===== config.mk =====
export PLATFORM = sky130hd
export DESIGN_NAME = bis_fifo
export DESIGN_NICKNAME = d
export VERILOG_FILES = /design/src/hw/rtl/bis_pkg.sv /design/src/hw/rtl/bis_fifo.sv
export VERILOG_INCLUDE_DIRS = /design/src /design/src/hw/rtl
export SDC_FILE = /design/constraint.sdc
export NUM_CORES = 1
export LEC_CHECK = 0
export ABC_AREA = 1
export BUFFER_PORTS_ARGS = -buffer_cell sky130_fd_sc_hd__buf_2
export CAP_MARGIN = 20
export CORE_UTILIZATION = 50
export DETAILED_ROUTE_END_ITERATION = 10
export PLACE_DENSITY = 0.75
export SETUP_SLACK_MARGIN = 0.1
export SLEW_MARGIN = 20
export SYNTH_ARGS = -nofsm -noshare
export SYNTH_HDL_FRONTEND = slang
export SYNTH_SLANG_ARGS = --single-unit

===== constraint.sdc =====
create_clock -name clk_i -period 2.85 [get_ports clk_i]
set_clock_uncertainty 0.05 [all_clocks]
set_input_delay 0.4275 -clock clk_i [delete_from_list [all_inputs] [get_ports clk_i]]
set_output_delay 0.4275 -clock clk_i [all_outputs]
set_load 0.1 [all_outputs]

===== src/hw/rtl/assert_macros.svh =====
// assert_macros.svh: assertion macros shared by the sorter RTL.
// Pulled in by the modules that check their own control logic; no dependencies.
`ifndef ASSERT_MACROS_SVH
`define ASSERT_MACROS_SVH

// Clocked property, disabled while the active-low reset is asserted
`define ASSERT_CLK(lbl, clk, rstn, prop, msg) \
  lbl: assert property (@(posedge clk) disable iff (!rstn) (prop)) else $error(msg);

// Clocked implication, disabled while the active-low reset is asserted
`define ASSERT_IMP(lbl, clk, rstn, pre, post, msg) \
  lbl: assert property (@(posedge clk) disable iff (!rstn) (pre) |-> (post)) else $error(msg);

`endif


===== src/hw/rtl/bis_pkg.sv =====
// bis_pkg: types, codes and sizes for the binary insertion sorter.
// No dependencies; imported by every sorter module.
package bis_pkg;

  // Default store capacity
  localparam int unsigned CAPACITY_DEF = 1024;

  // Field widths
  localparam int unsigned KIND_W    = 2;
  localparam int unsigned VALUE_W   = 16;
  localparam int unsigned INDEX_W   = 10;
  localparam int unsigned COUNT_W   = 11;
  localparam int unsigned STATUS_W  = 2;
  localparam int unsigned IN_TDATA_W  = 32;
  localparam int unsigned OUT_TDATA_W = 32;

  // Command queue between front and back
  localparam int unsigned FIFO_DEPTH = 4;
  localparam int unsigned FIFO_PW    = $clog2(FIFO_DEPTH);

  // Item kind codes on tuser
  localparam logic [KIND_W-1:0] KIND_INSERT = 2'd0;
  localparam logic [KIND_W-1:0] KIND_READ   = 2'd1;
  localparam logic [KIND_W-1:0] KIND_CLEAR  = 2'd2;

  // Result status codes
  localparam logic [STATUS_W-1:0] ST_OK    = 2'd0;
  localparam logic [STATUS_W-1:0] ST_FULL  = 2'd1;
  localparam logic [STATUS_W-1:0] ST_RANGE = 2'd2;

  // Decoded operation
  typedef enum logic [1:0] {
    OP_INSERT,
    OP_READ,
    OP_CLEAR,
    OP_NOP
  } op_e;

  typedef struct packed {
    op_e                op;
    logic [VALUE_W-1:0] value;
    logic [INDEX_W-1:0] index;
  } cmd_t;

  typedef struct packed {
    logic [STATUS_W-1:0] status;
    logic [COUNT_W-1:0]  count;
    logic [VALUE_W-1:0]  entry_value;
  } res_t;

  // Back-end sequencer states
  typedef enum logic [2:0] {
    BS_IDLE,
    BS_SEARCH,
    BS_COMPARE,
    BS_SHIFT,
    BS_SHIFT_LAST,
    BS_PLACE,
    BS_READ_WAIT,
    BS_DONE
  } back_state_e;

endpackage


===== src/hw/rtl/bis_fifo.sv =====
// bis_fifo: short command queue between the sorter front and back.
// Depends on bis_pkg and assert_macros.svh.
`include "assert_macros.svh"
module bis_fifo import bis_pkg::*; (
  input  logic clk_i,
  input  logic rst_ni,
  input  logic push_valid_i,
  input  cmd_t push_i,
  output logic push_ready_o,
  output logic pop_valid_o,
  output cmd_t pop_o,
  input  logic pop_ready_i
);

  cmd_t               buf_q [FIFO_DEPTH];
  logic [FIFO_PW-1:0] wp_q, wp_d, rp_q, rp_d;
  logic [FIFO_PW:0]   cnt_q, cnt_d;
  logic               push, pop;

  assign push_ready_o = cnt_q != (FIFO_PW+1)'(FIFO_DEPTH);
  assign pop_valid_o  = cnt_q != '0;
  assign pop_o        = buf_q[rp_q];
  assign push         = push_valid_i && push_ready_o;
  assign pop          = pop_valid_o && pop_ready_i;

  // Pointer and fill bookkeeping
  always_comb begin
    wp_d  = push ? FIFO_PW'(wp_q + 1'b1) : wp_q;
    rp_d  = pop  ? FIFO_PW'(rp_q + 1'b1) : rp_q;
    cnt_d = cnt_q;
    if (push && !pop) begin
      cnt_d = (FIFO_PW+1)'(cnt_q + 1'b1);
    end else if (pop && !push) begin
      cnt_d = (FIFO_PW+1)'(cnt_q - 1'b1);
    end
  end

  always_ff @(posedge clk_i or negedge rst_ni) begin
    if (!rst_ni) begin
      wp_q  <= '0;
      rp_q  <= '0;
      cnt_q <= '0;
    end else begin
      wp_q  <= wp_d;
      rp_q  <= rp_d;
      cnt_q <= cnt_d;
    end
  end

  // Storage slots
  always_ff @(posedge clk_i) begin
    if (push) begin
      buf_q[wp_q] <= push_i;
    end
  end

  `ASSERT_CLK(a_fifo_fill_bound, clk_i, rst_ni, cnt_q <= (FIFO_PW+1)'(FIFO_DEPTH), "queue overfilled")
  `ASSERT_IMP(a_fifo_ptr_gap, clk_i, rst_ni, cnt_q != (FIFO_PW+1)'(FIFO_DEPTH) && cnt_q != '0, wp_q != rp_q, "pointers meet while partly full")

endmodule


* Word-level counts from Yosys, hierarchy flattened
Memories as Yosys holds them, arrays and structs flattened. Index checks and enable logic that the tools add are counted.
Word-level totals: register bits 7, bits in latches 0, memory bits (writable) 112, bits in read-only memories 0, input port bits 32, output and inout port bits 30, memories kept 1
Operators by class: add/sub/neg operators 4, multiply operators 0, divide/modulo/power cells 0, magnitude comparators 0, equal/unequal tests 1, shifts and indexed selects 0, muxes and demuxes 4, bitwise operators 0, reductions and logical operators 8
Memories:
- buf_q | depth 4, width 28, rd ports 1, clocked after memory_dff 0, write ports 1, line bis_fifo.sv:15 | cmd_t buf_q [FIFO_DEPTH];
Operator list (number):
- $mux W3 | 2
- $add A2 B1 Y2 const B | 2
- $logic_and A1 B1 Y1 | 4
- $add A3 B1 Y3 const B | 1
- $ne A3 B3 Y1 const B | 1
- $reduce_bool A3 Y1 | 1
- $sub A3 B1 Y3 const B | 1
- $logic_not A1 Y1 | 2
- $mux W1 | 2
- $reduce_bool A2 Y1 | 1

* Depth between registers and ports, before layout
word-level depth 6, depth in mapped cells 12

* Worst setup path before layout
Ideal clock, no wire load.
path kind register to register, start point register cnt_q[0], end point memory buf_q[0][0] (netlist bit), enable pin, library setup time 0.413 ns, arrival time 2.846 ns, data required time 2.387 ns, path slack -0.459 ns, stages on the path, launching flop included 5, path buffers 0, clock period less this slack 3.309 ns, cell sequence dfrtp_1 -> inv_1 -> nand3_1 -> nand2_1 -> nor2_1
Between the ends: word-level cells in the longest chain between the ends 4
Ends and longest elaborated chain:
- from (decl) | line bis_fifo.sv:17 | logic [FIFO_PW:0] cnt_q, cnt_d;
- from (signal assigned) | line bis_fifo.sv:46 | cnt_q <= cnt_d;
- $ne A3 B3 Y1 | line bis_fifo.sv:20 | assign push_ready_o = cnt_q != (FIFO_PW+1)'(FIFO_DEPTH);
- via push_ready_o | line bis_fifo.sv:9 | output logic push_ready_o,
- $logic_and A1 B1 Y1 | line bis_fifo.sv:23 | assign push = push_valid_i && push_ready_o;
- $mux W1 | line bis_fifo.sv:52 | if (push) begin
- $mux W1 (not written as such) | line bis_fifo.sv:53 | buf_q[wp_q] <= push_i;
- to (decl) | line bis_fifo.sv:15
The timed path passes the listed nets, and every way through them passes these cells.

==> impl_metrics.ini <==
[floorplanning]
start_util_pct = 52.2
rows = 35
core-area_sq_um = 9370
die_area_sq_um = 10200
die_y_um = 101
ios = 62
die_w_um = 101

[synthesis]
syn_area_per_cell_sq_um = 12.7
synthCells = 386
yosysSeqAreaShare_pct = 72.3
synth.distinct_cells = 16
synth_nets = 424
synth_seq_cells = 119
yosysWarnings = 0
syn_area_sq_um = 4890

[critical_path]
cp.required_ns = 2.37
critPathMaxStageDelay_ns = 0.43
slowest_stage = buf_2
cp_max_fo = 35
path_class = reg -> out
crit_chain = clkinv_4, buf_12, nand2_1, o211ai_1, nand2_1, buf_2
start_kind = flop
cp.arrival_ns = 2.13
endpoint_kind = output port
critPathMostFrequentCell = nand2_1

[final_layout]
multi_input_area_sq_um = 987
final.fill_count = 700
n_antenna_cell = 0
final-seq-area_sq_um = 3540
drive_above_1_share_pct = 22.7
mostFrequentLayoutCell = edfxtp_1
final_cell_mix = 112 x edfxtp_1, 101 x nand2_1, 71 x inv_1
nets = 497
area_growth_pct = 23.0

[sta]
max_slew_margin_pct = 67.7
post-route-period-util_pct = 91.5
worstMarginPinSlew_ns = 0.484
setup_viol_count_final = 0
fmax_ghz = 0.384
period_needed_ns = 2.61
hold_violations = 0
rsz0062_at_grt = no
setup_tns_ns = 0
drv_slew = 0

[global_routing]
grt_pass1_vias = 2858
antenna_found_initial = 0
grt_pass1_wl_um = 13800
overflow = 0
grt.total_usage_pct = 19.0
grt_start_max_net_pins = 49

[drt]
wire_per_inst_um = 14.3
first_iter_violations = 165
drtPass1Iterations = 5
final_antenna_net_count = 0
vias = 2973
drc = 0
viasPerCell = 4.95
postRouteWirelength_um = 8570

[hold_path]
hp-class = in -> reg

[cts]
htreeDepth = 4
cts_buffer_depth = 2
clock_sinks = 119
cts_buffers = 17
clock_latency_ns = 0.50
cts_tree = built
post_cts_buffers = 0
clk_pin_slew_ns = 0.06
cts-root-buf = clkbuf_8

[place]
port_buffers = 61
post-dp-hpwl_um = 5250
gp_congestion = 0.753

[flow_run]
drv_cap = 0

[status]
status = finished clean
## timing repair
item,4_1_cts,5_1_grt
hold buffers,1,0
gates resized for setup,1,1
endpoints found under the hold margin,7,0
endpoints found under the setup margin,20,1
## flip-flops by register name (all words and copies together) (netlist names)
register,cells
buf_q,112
cnt_q,3
rp_q,2
wp_q,2
## cell families after synthesis
logic type	count (synthesis)	synth area share [%]
AO/OA/AOI/OAI	57	8.69
XOR/XNOR	1	0.179
adder cells (fa/ha/maj)	6	1.69
buffers and inverters	90	8.26
flip-flops	119	72.3
AND/OR/NAND/NOR	113	8.90
## path summary, 6_finish.rpt
path | from | end | slack (ns) | depth (start not counted)
max | rp_q[0]$_DFFE_PN0P_ | pop_o[6] | 0.24 | 6
min | push_i[26] | buf_q[1][26]$_DFFE_PP_ | 0.08 | 1
max reg2reg | cnt_q[0]$_DFFE_PN0P_ | cnt_q[1]$_DFFE_PN0P_ | 0.72 | 9
min reg2reg | wp_q[1]$_DFFE_PN0P_ | wp_q[1]$_DFFE_PN0P_ | 0.49 | 2
max in group asynchronous | rst_ni | rp_q[0]$_DFFE_PN0P_ | 2.36 | 2
min in group asynchronous | rst_ni | wp_q[1]$_DFFE_PN0P_ | 0.23 | 2
## through the flow
step                utilization [%]  hold slack, ns  instance area [sq um]  setup WS (ns)  instances
detailed placement             57.6           0.223                   5400          0.547        568
global route                   64.2          0.0572                   6020          0.119        601
global placement               57.6           0.219                   5400          0.614        568
CTS                            64.2          0.0648                   6020          0.148        601
finish                         64.2          0.0834                   6020          0.243        601
floorplan                         -          0.0819                   4910          0.216        386
## final cells by class
class | instances | area share, %
multi-input cells | 177 | 16.4
flip-flops and latches | 119 | 58.8
clock buffers | 18 | 6.94
inverters | 72 | 4.57
clock inverters | 14 | 3.04
well taps | 129 | 2.68
repair buffers | 72 | 7.57
## Yosys cell counts
master,count,area share (%)
fa_1,1,0.41
nor2_1,4,0.31
nand4_1,1,0.13
clkbuf_1,5,0.38
buf_2,5,0.51
o21ai_0,1,0.10
ha_1,5,1.3
inv_1,71,5.4
edfxtp_1,112,69
inv_2,1,0.077
buf_6,8,1.8
o211ai_1,56,8.6
nand3_1,7,0.72
nand2_1,101,7.7
dfrtp_1,7,3.6
xnor2_1,1,0.18
## critical path: cells and delay by family, from the launching register on
family | cells | cell delay [ns]
DFF | 1 | 0.41
buffers and inverters | 3 | 0.92
and+or+nand+nor | 2 | 0.18
AOI/OAI and AO/OA | 1 | 0.09
## metal layers
layer  GRT usage [%]  up-vias  share of wire (%)
met1            23.7     1394                 44
li1                -     1478                  -
met2            29.3       88                 49
met4            9.36        0                1.4
met3            7.14       13                5.6
met5               0        -                  0
Power is left out: the tool's default activity adds up to more than one toggle a clock period on the data nets, which glitch-free logic cannot reach.
