`src/hw/rtl/assert_macros.svh`:
```
// assert_macros.svh: assertion macros shared by the sorter RTL.
// Pulled in by the modules that check their own control logic; no dependencies.
`ifndef ASSERT_MACROS_SVH
`define ASSERT_MACROS_SVH

// Clocked property, disabled while the active-low reset is asserted
`define ASSERT_CLK(lbl, clk, rstn, prop, msg) \
  lbl: assert property (@(posedge clk) disable iff (!rstn) (prop)) else $error(msg);

// Clocked implication, disabled while the active-low reset is asserted
`define ASSERT_IMP(lbl, clk, rstn, pre, post, msg) \
  lbl: assert property (@(posedge clk) disable iff (!rstn) (pre) |-> (post)) else $error(msg);

`endif

```
`src/hw/rtl/bis_pkg.sv`:
```
// bis_pkg: types, codes and sizes for the binary insertion sorter.
// No dependencies; imported by every sorter module.
package bis_pkg;

  // Default store capacity
  localparam int unsigned CAPACITY_DEF = 1024;

  // Field widths
  localparam int unsigned KIND_W    = 2;
  localparam int unsigned VALUE_W   = 16;
  localparam int unsigned INDEX_W   = 10;
  localparam int unsigned COUNT_W   = 11;
  localparam int unsigned STATUS_W  = 2;
  localparam int unsigned IN_TDATA_W  = 32;
  localparam int unsigned OUT_TDATA_W = 32;

  // Command queue between front and back
  localparam int unsigned FIFO_DEPTH = 4;
  localparam int unsigned FIFO_PW    = $clog2(FIFO_DEPTH);

  // Item kind codes on tuser
  localparam logic [KIND_W-1:0] KIND_INSERT = 2'd0;
  localparam logic [KIND_W-1:0] KIND_READ   = 2'd1;
  localparam logic [KIND_W-1:0] KIND_CLEAR  = 2'd2;

  // Result status codes
  localparam logic [STATUS_W-1:0] ST_OK    = 2'd0;
  localparam logic [STATUS_W-1:0] ST_FULL  = 2'd1;
  localparam logic [STATUS_W-1:0] ST_RANGE = 2'd2;

  // Decoded operation
  typedef enum logic [1:0] {
    OP_INSERT,
    OP_READ,
    OP_CLEAR,
    OP_NOP
  } op_e;

  typedef struct packed {
    op_e                op;
    logic [VALUE_W-1:0] value;
    logic [INDEX_W-1:0] index;
  } cmd_t;

  typedef struct packed {
    logic [STATUS_W-1:0] status;
    logic [COUNT_W-1:0]  count;
    logic [VALUE_W-1:0]  entry_value;
  } res_t;

  // Back-end sequencer states
  typedef enum logic [2:0] {
    BS_IDLE,
    BS_SEARCH,
    BS_COMPARE,
    BS_SHIFT,
    BS_SHIFT_LAST,
    BS_PLACE,
    BS_READ_WAIT,
    BS_DONE
  } back_state_e;

endpackage

```
`src/hw/rtl/bis_front.sv`:
```
// bis_front: input beat register and kind decode for the sorter.
// Depends on bis_pkg; feeds the command queue.
module bis_front import bis_pkg::*; (
  input  logic                  clk_i,
  input  logic                  rst_ni,
  input  logic                  s_axis_tvalid_i,
  output logic                  s_axis_tready_o,
  input  logic [IN_TDATA_W-1:0] s_axis_tdata_i,  // value[15:0], index[25:16], zero pad
  input  logic [KIND_W-1:0]     s_axis_tuser_i,  // kind[1:0]
  output logic                  cmd_valid_o,
  output cmd_t                  cmd_o,
  input  logic                  cmd_ready_i
);

  logic cmd_valid_q, cmd_valid_d;
  cmd_t cmd_q, cmd_d;
  logic accept;

  // Map the kind code onto an operation; unused codes do nothing
  function automatic op_e decode_kind(input logic [KIND_W-1:0] kind);
    op_e op;
    case (kind)
      KIND_INSERT: op = OP_INSERT;
      KIND_READ:   op = OP_READ;
      KIND_CLEAR:  op = OP_CLEAR;
      default:     op = OP_NOP;
    endcase
    return op;
  endfunction

  assign s_axis_tready_o = !cmd_valid_q || cmd_ready_i;
  assign accept          = s_axis_tvalid_i && s_axis_tready_o;

  // Stage register: load on an input beat, empty when the queue takes it
  always_comb begin
    cmd_valid_d = cmd_valid_q;
    cmd_d       = cmd_q;
    if (accept) begin
      cmd_valid_d = 1'b1;
      cmd_d.op    = decode_kind(s_axis_tuser_i);
      cmd_d.value = s_axis_tdata_i[VALUE_W-1:0];
      cmd_d.index = s_axis_tdata_i[VALUE_W +: INDEX_W];
    end else if (cmd_ready_i) begin
      cmd_valid_d = 1'b0;
    end
  end

  always_ff @(posedge clk_i or negedge rst_ni) begin
    if (!rst_ni) begin
      cmd_valid_q <= 1'b0;
    end else begin
      cmd_valid_q <= cmd_valid_d;
    end
  end

  always_ff @(posedge clk_i) begin
    cmd_q <= cmd_d;
  end

  assign cmd_valid_o = cmd_valid_q;
  assign cmd_o       = cmd_q;

endmodule

```
`config.mk`:
```
export PLATFORM = sky130hd
export DESIGN_NAME = bis_front
export DESIGN_NICKNAME = d
export VERILOG_FILES = /design/src/hw/rtl/assert_macros.svh /design/src/hw/rtl/bis_pkg.sv /design/src/hw/rtl/bis_front.sv
export SDC_FILE = /design/constraint.sdc
export NUM_CORES = 1
export LEC_CHECK = 0
export ABC_AREA = 1
export BUFFER_PORTS_ARGS = -buffer_cell sky130_fd_sc_hd__buf_2
export CORE_MARGIN = 2
export CORE_UTILIZATION = 34
export CTS_CLUSTER_DIAMETER = 50
export CTS_CLUSTER_SIZE = 12
export DETAILED_ROUTE_END_ITERATION = 7
export PLACE_DENSITY = 0.73
export SLEW_MARGIN = 20
export SYNTH_ARGS = -nofsm -noshare
export SYNTH_HDL_FRONTEND = slang
export SYNTH_SLANG_ARGS = --single-unit
```
`constraint.sdc`:
```
create_clock -name clk_i -period 2.1 [get_ports clk_i]
set_input_delay 0.42 -clock clk_i [delete_from_list [all_inputs] [get_ports clk_i]]
set_output_delay 0.42 -clock clk_i [all_outputs]
set_load 0.02 [all_outputs]
```
# After elaboration in Yosys (flattened, before gate mapping)
# Index checks and enable logic that the tools add are counted.
[word_totals]
output_inout_bits = 30
elab_cells = 14
ff_bits = 29
input_bits = 38
[op_classes]
n_eq_ne = 2
n_mux = 3
n_reduce_logical = 5
[op_table]
columns = ["operator", "count"]
rows = [
  ["$pmux 2 s3", 1],
  ["$eq 2x1->1 const B", 1],
  ["$eq 2x2->1 const B", 1],
  ["$logic_not 2->1", 1],
  ["$mux 1", 2],
  ["$reduce_bool 2->1", 1],
  ["$logic_and 1x1->1", 1],
  ["$logic_not 1->1", 1],
  ["$logic_or 1x1->1", 1],
]

# Logic depth before layout (Yosys ltp)
# Gate-level depths: netlist (run 1).
[logic_depth]
word_depth = 4
ltp_mapped = 3
ltp_nobuf = 3

# Worst setup path before layout (run 1)
# OpenSTA, ideal clock, no wires.
[synth_path]
path_type = "register -> register"
startpoint = "register cmd_valid_q, in the netlist cmd_valid_o"
endpoint = "register cmd_q (netlist bit cmd_o[0]) (enable)"
path_slack_ps = -227
required_time_ps = 1678
stages_incl_launch_ff = 2
t_arrival_ps = 1904
cell_sequence = "dfrtp_1 -> a21oi_1"
[synth_between]
elab_chain_cells = 3
[synth_rtl]
columns = ["item", "line_no", "source"]
rows = [
  ["from (decl)", "bis_front.sv:15", "logic cmd_valid_q, cmd_valid_d;"],
  ["from (signal assigned)", "bis_front.sv:52", "cmd_valid_q <= cmd_valid_d;"],
  ["$logic_not 1->1", "bis_front.sv:31", "assign s_axis_tready_o = !cmd_valid_q || cmd_ready_i;"],
  ["$logic_or 1x1->1", "bis_front.sv:31", ""],
  ["$logic_and 1x1->1", "bis_front.sv:32", "assign accept = s_axis_tvalid_i && s_axis_tready_o;"],
  ["via accept", "bis_front.sv:17", "logic accept;"],
  ["to (signal assigned)", "bis_front.sv:57", "cmd_q <= cmd_d;"],
  ["to (decl)", "bis_front.sv:16", "cmd_t cmd_q, cmd_d;"],
]
# The timed path passes the listed nets, and every way through them passes these cells.
# A chain may end at the register's enable or synchronous reset.

# Worst setup path in the final report (run 1)
[layout_path]
startpoint = "register cmd_valid_q, in the netlist cmd_valid_o"
endpoint = "output s_axis_tready_o"
[layout_between]
elab_chain_cells = 2
[layout_rtl]
columns = ["item", "line_no", "source"]
rows = [
  ["$logic_not 1->1", "bis_front.sv:31", ""],
  ["$logic_or 1x1->1", "bis_front.sv:31", ""],
  ["to (decl)", "bis_front.sv:7", "output logic s_axis_tready_o,"],
]
# Every way passes these cells.

==> results.cfg, run 1 <==
[status]
outcome = complete, no violations

[yosys]
syn_inst = 36
synth.distinct_cells = 6
ys_warn_count = 0
syn_nets = 74
ys_seq_area_frac = 0.9692
avgSynthCellArea_sq_um = 24.82
syn_area_sq_um = 893.4
synth-seq-cells = 29

[clocking]
cts_tree = done
ctsResizeCount = 0
post_cts_buffers = 0
cts_buffers = 5
cts_buffer_depth = 2
htreeDepth = 2
cts_root_buf = clkbuf_4
clock_sink_count = 29
clock_latency_ns = 0.31
ctsHoldBuffers = 1
path_clk_slew_ns = 0.08

[detailed_routing]
antenna_left = 0
drt_wl_total_um = 1621
drt_iter0_markers = 10
vias = 574
dr.pass1.iters = 3
drc = 0
viasPerCell = 4.221
wl_per_cell_um = 11.92

[min_path]
hold_start = s_axis_tdata_i[18]
hold_end = cmd_o[2]
hold_path_depth = 1
hp-class = in2reg

[floorplan]
start_util = 0.3606
dieArea_sq_mm = 0.003054
die_h_um = 55.26
rows = 18
io-pin-count = 68
core_sq_mm = 0.002477
die_w_um = 55.26

[grt]
grt_pass1_vias = 637
antenna_found_initial = 0
grt_pass1_wl_um = 2608
overflow = 0
track_usage = 0.1179
grt_start_max_net_pins = 16

[finish]
nNetsFinal = 143
final_cell_mix = buf_2, edfxtp_1, clkbuf_4, clkbuf_1
n_antenna_cell = 0
stdcell_area_sq_mm = 0.001306
layout_commonest_cell = buf_2
area_growth_pct = 46.22
drive_above_1_share = 0.6509

[critical_path]
crit_fanout = 3
reg2reg_depth = 2
crit_arrival_ns = 0.98
ff2ff_setup_slack_ns = 0.98
critPathCaptureType = output pin
required_ns = 1.68
regToRegStartpoint = cmd_valid_o
crit_type = reg2out
r2r_end = cmd_o[0]
critical_path.startpoint_type = register

[timing]
slew_viol_final = 0
rsz0062_at_grt = no
max_slew_margin = 0.8707
hold_violations = 0
tns_ns = 0
setup_viol = 0
finalCritPeriodShare = 0.6645
worst_pin_slew_ns = 0.1940
finClkSkew_ns = 0.002494
max_freq_mhz = 716.6
min_period_ns = 1.395

[placement]
dp_hpwl_um = 1249
io_buffers = 61
place.gp.congestion = 0.6597
place_area_sq_mm = 0.001247

[pwr]
power.density_mw_per_mm2 = 841.7
p_leak_nw = 0.5750
peakVddDrop_v = 0.0005127

[run]
cap_violations = 0
report_power, final:
group          total [W]  switching [W]  internal [W]
combinational   0.000120      0.0000736     0.0000461
clock           0.000301       0.000168      0.000133
sequential      0.000679     0.00000731      0.000672
total            0.00110       0.000249      0.000851
sequential cells by signal, summed over array words and instances (netlist names):
signal / count
cmd_o: 28
cmd_valid_o: 1
layout make-up:
| type | instances | area [sq um] |
|---|---|---|
| clock buffer | 8 | 48.80 |
| fill | 226 | 1171 |
| inverter | 2 | 7.507 |
| multi-input combinational | 3 | 16.27 |
| sequential | 29 | 865.8 |
| tap | 30 | 37.54 |
| timing repair buffer | 64 | 330.3 |
metal layers:
layer  global-route usage  part of all wire  vias up
li1                     -                 -      272
met4              0.07317             0.022        0
met1               0.1055              0.34      256
met5                    0                 0        -
met3              0.07026              0.13        4
met2               0.1990              0.51       42
synthesized netlist by cell type:
cell type	instances	area [sq um]
dfrtp_1	1	25.02
a21oi_1	1	5.000
clkbuf_1	2	7.510
nand2_1	2	7.510
edfxtp_1	28	840.8
inv_1	2	7.510
per-stage QoR:
stage	total power [W]	setup slack, ns	instances	utilization	hold slack [ns]
global placement	0.0008082	0.8812	127	0.5035	0.1948
floorplan	0.0007511	0.3857	36	-	0.1244
global route	0.001156	0.6402	136	0.5273	0.2509
CTS	0.001125	0.6705	136	0.5273	0.2553
finish	0.001099	0.7046	136	0.5273	0.2769
detailed placement	0.0008134	0.8538	127	0.5035	0.1965
worst max-delay path by stage:
| stage | from | end | depth (start not counted) |
|---|---|---|---|
| after global routing | cmd_valid_o | s_axis_tready_o | 2 |
| after CTS | cmd_valid_o | s_axis_tready_o | 2 |
| after floorplan | cmd_ready_i | cmd_o[0] | 2 |
| final | cmd_valid_o | s_axis_tready_o | 2 |
| after detailed placement | cmd_ready_i | cmd_o[27] | 4 |
| after global placement | cmd_ready_i | cmd_o[2] | 4 |
kinds of logic after synthesis:
group / count (synthesis) / synth area share
compound gates: 1 / 0.005597
flops: 29 / 0.9692
simple gates: 2 / 0.008406
buf+inv: 4 / 0.01681
worst max-delay path, cell delays in order, from the launching register on:
cell and delay, ns:
dfrtp_1 0.41, nand2_1 0.09, buf_2 0.16
(Power assumes the default switching activity.)
==> inputs of run 2 (changes only) <==
--- a/config.mk
+++ b/config.mk
@@ -5,7 +5,7 @@
 export SDC_FILE = /design/constraint.sdc
 export NUM_CORES = 1
 export LEC_CHECK = 0
-export ABC_AREA = 1
+export ABC_AREA = 0
 export BUFFER_PORTS_ARGS = -buffer_cell sky130_fd_sc_hd__buf_2
 export CORE_MARGIN = 2
 export CORE_UTILIZATION = 34
==> constraint.sdc (replaced) <==
create_clock -name clk_i -period 1.2 [get_ports clk_i]
set_input_delay 0.24 -clock clk_i [delete_from_list [all_inputs] [get_ports clk_i]]
set_output_delay 0.24 -clock clk_i [all_outputs]
set_load 0.02 [all_outputs]
==> run 2 against run 1 <==
  * Worst hold slack got worse by 0.19 ns
  * Cell area grew 3.0%
  * Synthesized area up 0.98%
  * Clock-buffer cell count is 3 lower
  * Total power rose by 76%
  * Critical path type unchanged
  * Clock skew is 0.0025 ns higher
  * Routed wire length shrank 3.9%
  * Critical endpoint unchanged
  * Highest routed layer unchanged
  * Clock power rose by 72%
  * Via count decreased by 1.7%
  * Sequential cell count unchanged
  * Cell count down 1.5%
  * Register-to-register slack worse by 0.89 ns
==> results.cfg, run 2 <==
[min_path]
hp-class = in2reg
hold_path_depth = 1
hold_start = s_axis_tdata_i[17]

[yosys]
synth_common_cells = edfxtp_1, clkbuf_1
synth_most_common_cell = edfxtp_1
ys_seq_area_frac = 0.9598
synth-seq-cells = 29
syn_inst = 34
avgSynthCellArea_sq_um = 26.53
postSynth.asyncResetShare = 0.03448
syn_nets = 72
synth_area_leaders = edfxtp_1, dfrtp_1, nand2b_4
ys.flop_type = edfxtp_1
synth_largest_area_cell = edfxtp_1
ys_warn_count = 0
synth_edf_count = 28
syn_area_sq_um = 902.1
synth_top_area_frac = 0.9320
synth.distinct_cells = 6

[finish]
largest_reg_flops = 28
fin_cells = 134
fill_cells = 221
layout_commonest_cell = buf_2
final_cell_mix = buf_2, edfxtp_1, clkbuf_4, clkinv_1, buf_12
nNetsFinal = 141
area_growth_pct = 49.10
drive_above_1_share = 0.6923
n_antenna_cell = 0
stdcell_area_sq_mm = 0.001345

[clocking]
path_clk_slew_ns = 0.09
cts_buffers = 5
cts_tree = done
cts_buffer_depth = 2
htreeDepth = 2
clock_latency_ns = 0.32
cts_root_buf = clkbuf_4
clock_sink_count = 29

[critical_path]
worstPathCellList = nand2b_4 -> buf_6
regToRegStartpoint = cmd_valid_o
reg2reg_depth = 3
crit_fanout = 3
startpoint = cmd_valid_o
max_stage_delay_ns = 0.43
crit_slowest_cell = dfrtp_2
crit_arrival_ns = 0.93
required_ns = 0.96
critPathCaptureType = output pin
critical_path.startpoint_type = register
crit_type = reg2out

[detailed_routing]
viasPerCell = 4.209
vias = 564
drt_iter0_markers = 3
antenna_left = 0
drt_wl_total_um = 1558
dr.pass1.iters = 2
wl_per_cell_um = 11.63
drc = 0

[grt]
grt_start_max_net_pins = 18
overflow = 0
grt_pass1_wl_um = 2504
track_usage = 0.1161
grt_pass1_vias = 554
antenna_found_initial = 0

[pwr]
pwr-share-clk = 0.267
peakVddDrop_v = 0.0009224
power.density_mw_per_mm2 = 1439
p_int_w = 0.001486
pwr-share-seq = 0.615
p_comb_frac = 0.118
p_sw_w = 0.0004485
p_leak_nw = 0.5864
switching_share = 0.2318

[run]
cap_violations = 0

[placement]
place.gp.congestion = 0.6576
place_area_sq_mm = 0.001279
io_buffers = 61
dpl.cell_count = 125

[timing]
rsz0062_at_grt = yes
finalCritPeriodShare = 0.9791
max_freq_mhz = 851.2
setup_viol = 0
min_period_ns = 1.175
max_slew_margin = 0.9210
finClkSkew_ns = 0.005030
slew_viol_final = 0
hold_violations = 0
worst_pin_slew_ns = 0.1193

[floorplan]
start_util = 0.3609
dieArea_sq_mm = 0.003081
core_sq_mm = 0.002500
rows = 18
die_w_um = 55.51
die_h_um = 55.51
io-pin-count = 68

[status]
outcome = complete, no violations
==> run 2: kinds of logic (layout without fill, tap and decap cells) <==
kind of cell / count (synthesis) / in the layout / synth area share
buffers and inverters: 2 / 72 / 0.008325
flip-flops: 29 / 29 / 0.9598
AND/OR/NAND/NOR: 3 / 3 / 0.03190
==> run 2: layer usage <==
layer | GRT usage | part of all wire | vias to the layer above
met4 | 0.08362 | 0.022 | 0
met5 | 0 | 0 | -
met3 | 0.09133 | 0.16 | 5
li1 | - | - | 266
met1 | 0.1250 | 0.37 | 244
met2 | 0.1514 | 0.45 | 49
==> run 2: final cells by class <==
type,instances,area (sq um),area share
multi-input cells,3,28.78,0.02140
flip-flops and latches,29,867.1,0.6447
clock inverters,3,12.51,0.009302
well taps,30,37.54,0.02791
clock buffers,5,37.54,0.02791
repair buffers,64,361.6,0.2688
==> run 2: timing repair <==
action | CTS | global route
setup endpoints to repair | 1 | 1
hold buffers | 1 | 0
buffers inserted | 0 | 0
endpoints found under the hold margin | 1 | 0
pin swaps | 0 | 0
gates cloned | 0 | 0
gates resized for setup | 2 | 0
==> run 2: power by group through the flow <==
stage / registers [W] / clock network (W) / logic [W]
3_5_place_dp: 0.00121 / 0 / 0.000227
6_report: 0.00119 / 0.000517 / 0.000229
4_1_cts: 0.00119 / 0.000555 / 0.000233
2_1_floorplan: 0.00129 / 0 / 0.0000313
5_1_grt: 0.00120 / 0.000590 / 0.000246
3_3_place_gp: 0.00121 / 0 / 0.000224
==> run 2: critical path, delay by kind of cell (launching register included) <==
family | cells | cell delay (ns)
flops | 1 | 0.43
simple gates | 1 | 0.08
buf+inv | 1 | 0.11
==> run 2: metrics by stage <==
step           power (W)  hold WS (ns)  setup TNS [ns]    util  setup slack, ns
3_3_place_gp    0.001434       0.01530               0  0.5115           0.1150
5_1_grt         0.002031       0.05813        -0.02143  0.5380         -0.02143
4_1_cts         0.001978       0.06336       -0.001525  0.5380        -0.001525
6_report        0.001935       0.08950               0  0.5380          0.02512
3_5_place_dp    0.001440       0.01824               0  0.5115          0.09681
2_1_floorplan   0.001317      -0.05559         -0.7812       -         -0.02790
==> run 2: path summary, 6_finish.rpt <==
| kind | to | slack (ns) |
|---|---|---|
| setup / recovery | s_axis_tready_o | 0.03 |
| hold / removal | cmd_o[1] | 0.09 |
| setup reg to reg | cmd_o[25] | 0.09 |
| hold reg to reg | cmd_valid_o | 0.55 |
| max in group asynchronous | cmd_valid_o | 0.88 |
| min in group asynchronous | cmd_valid_o | 0.22 |
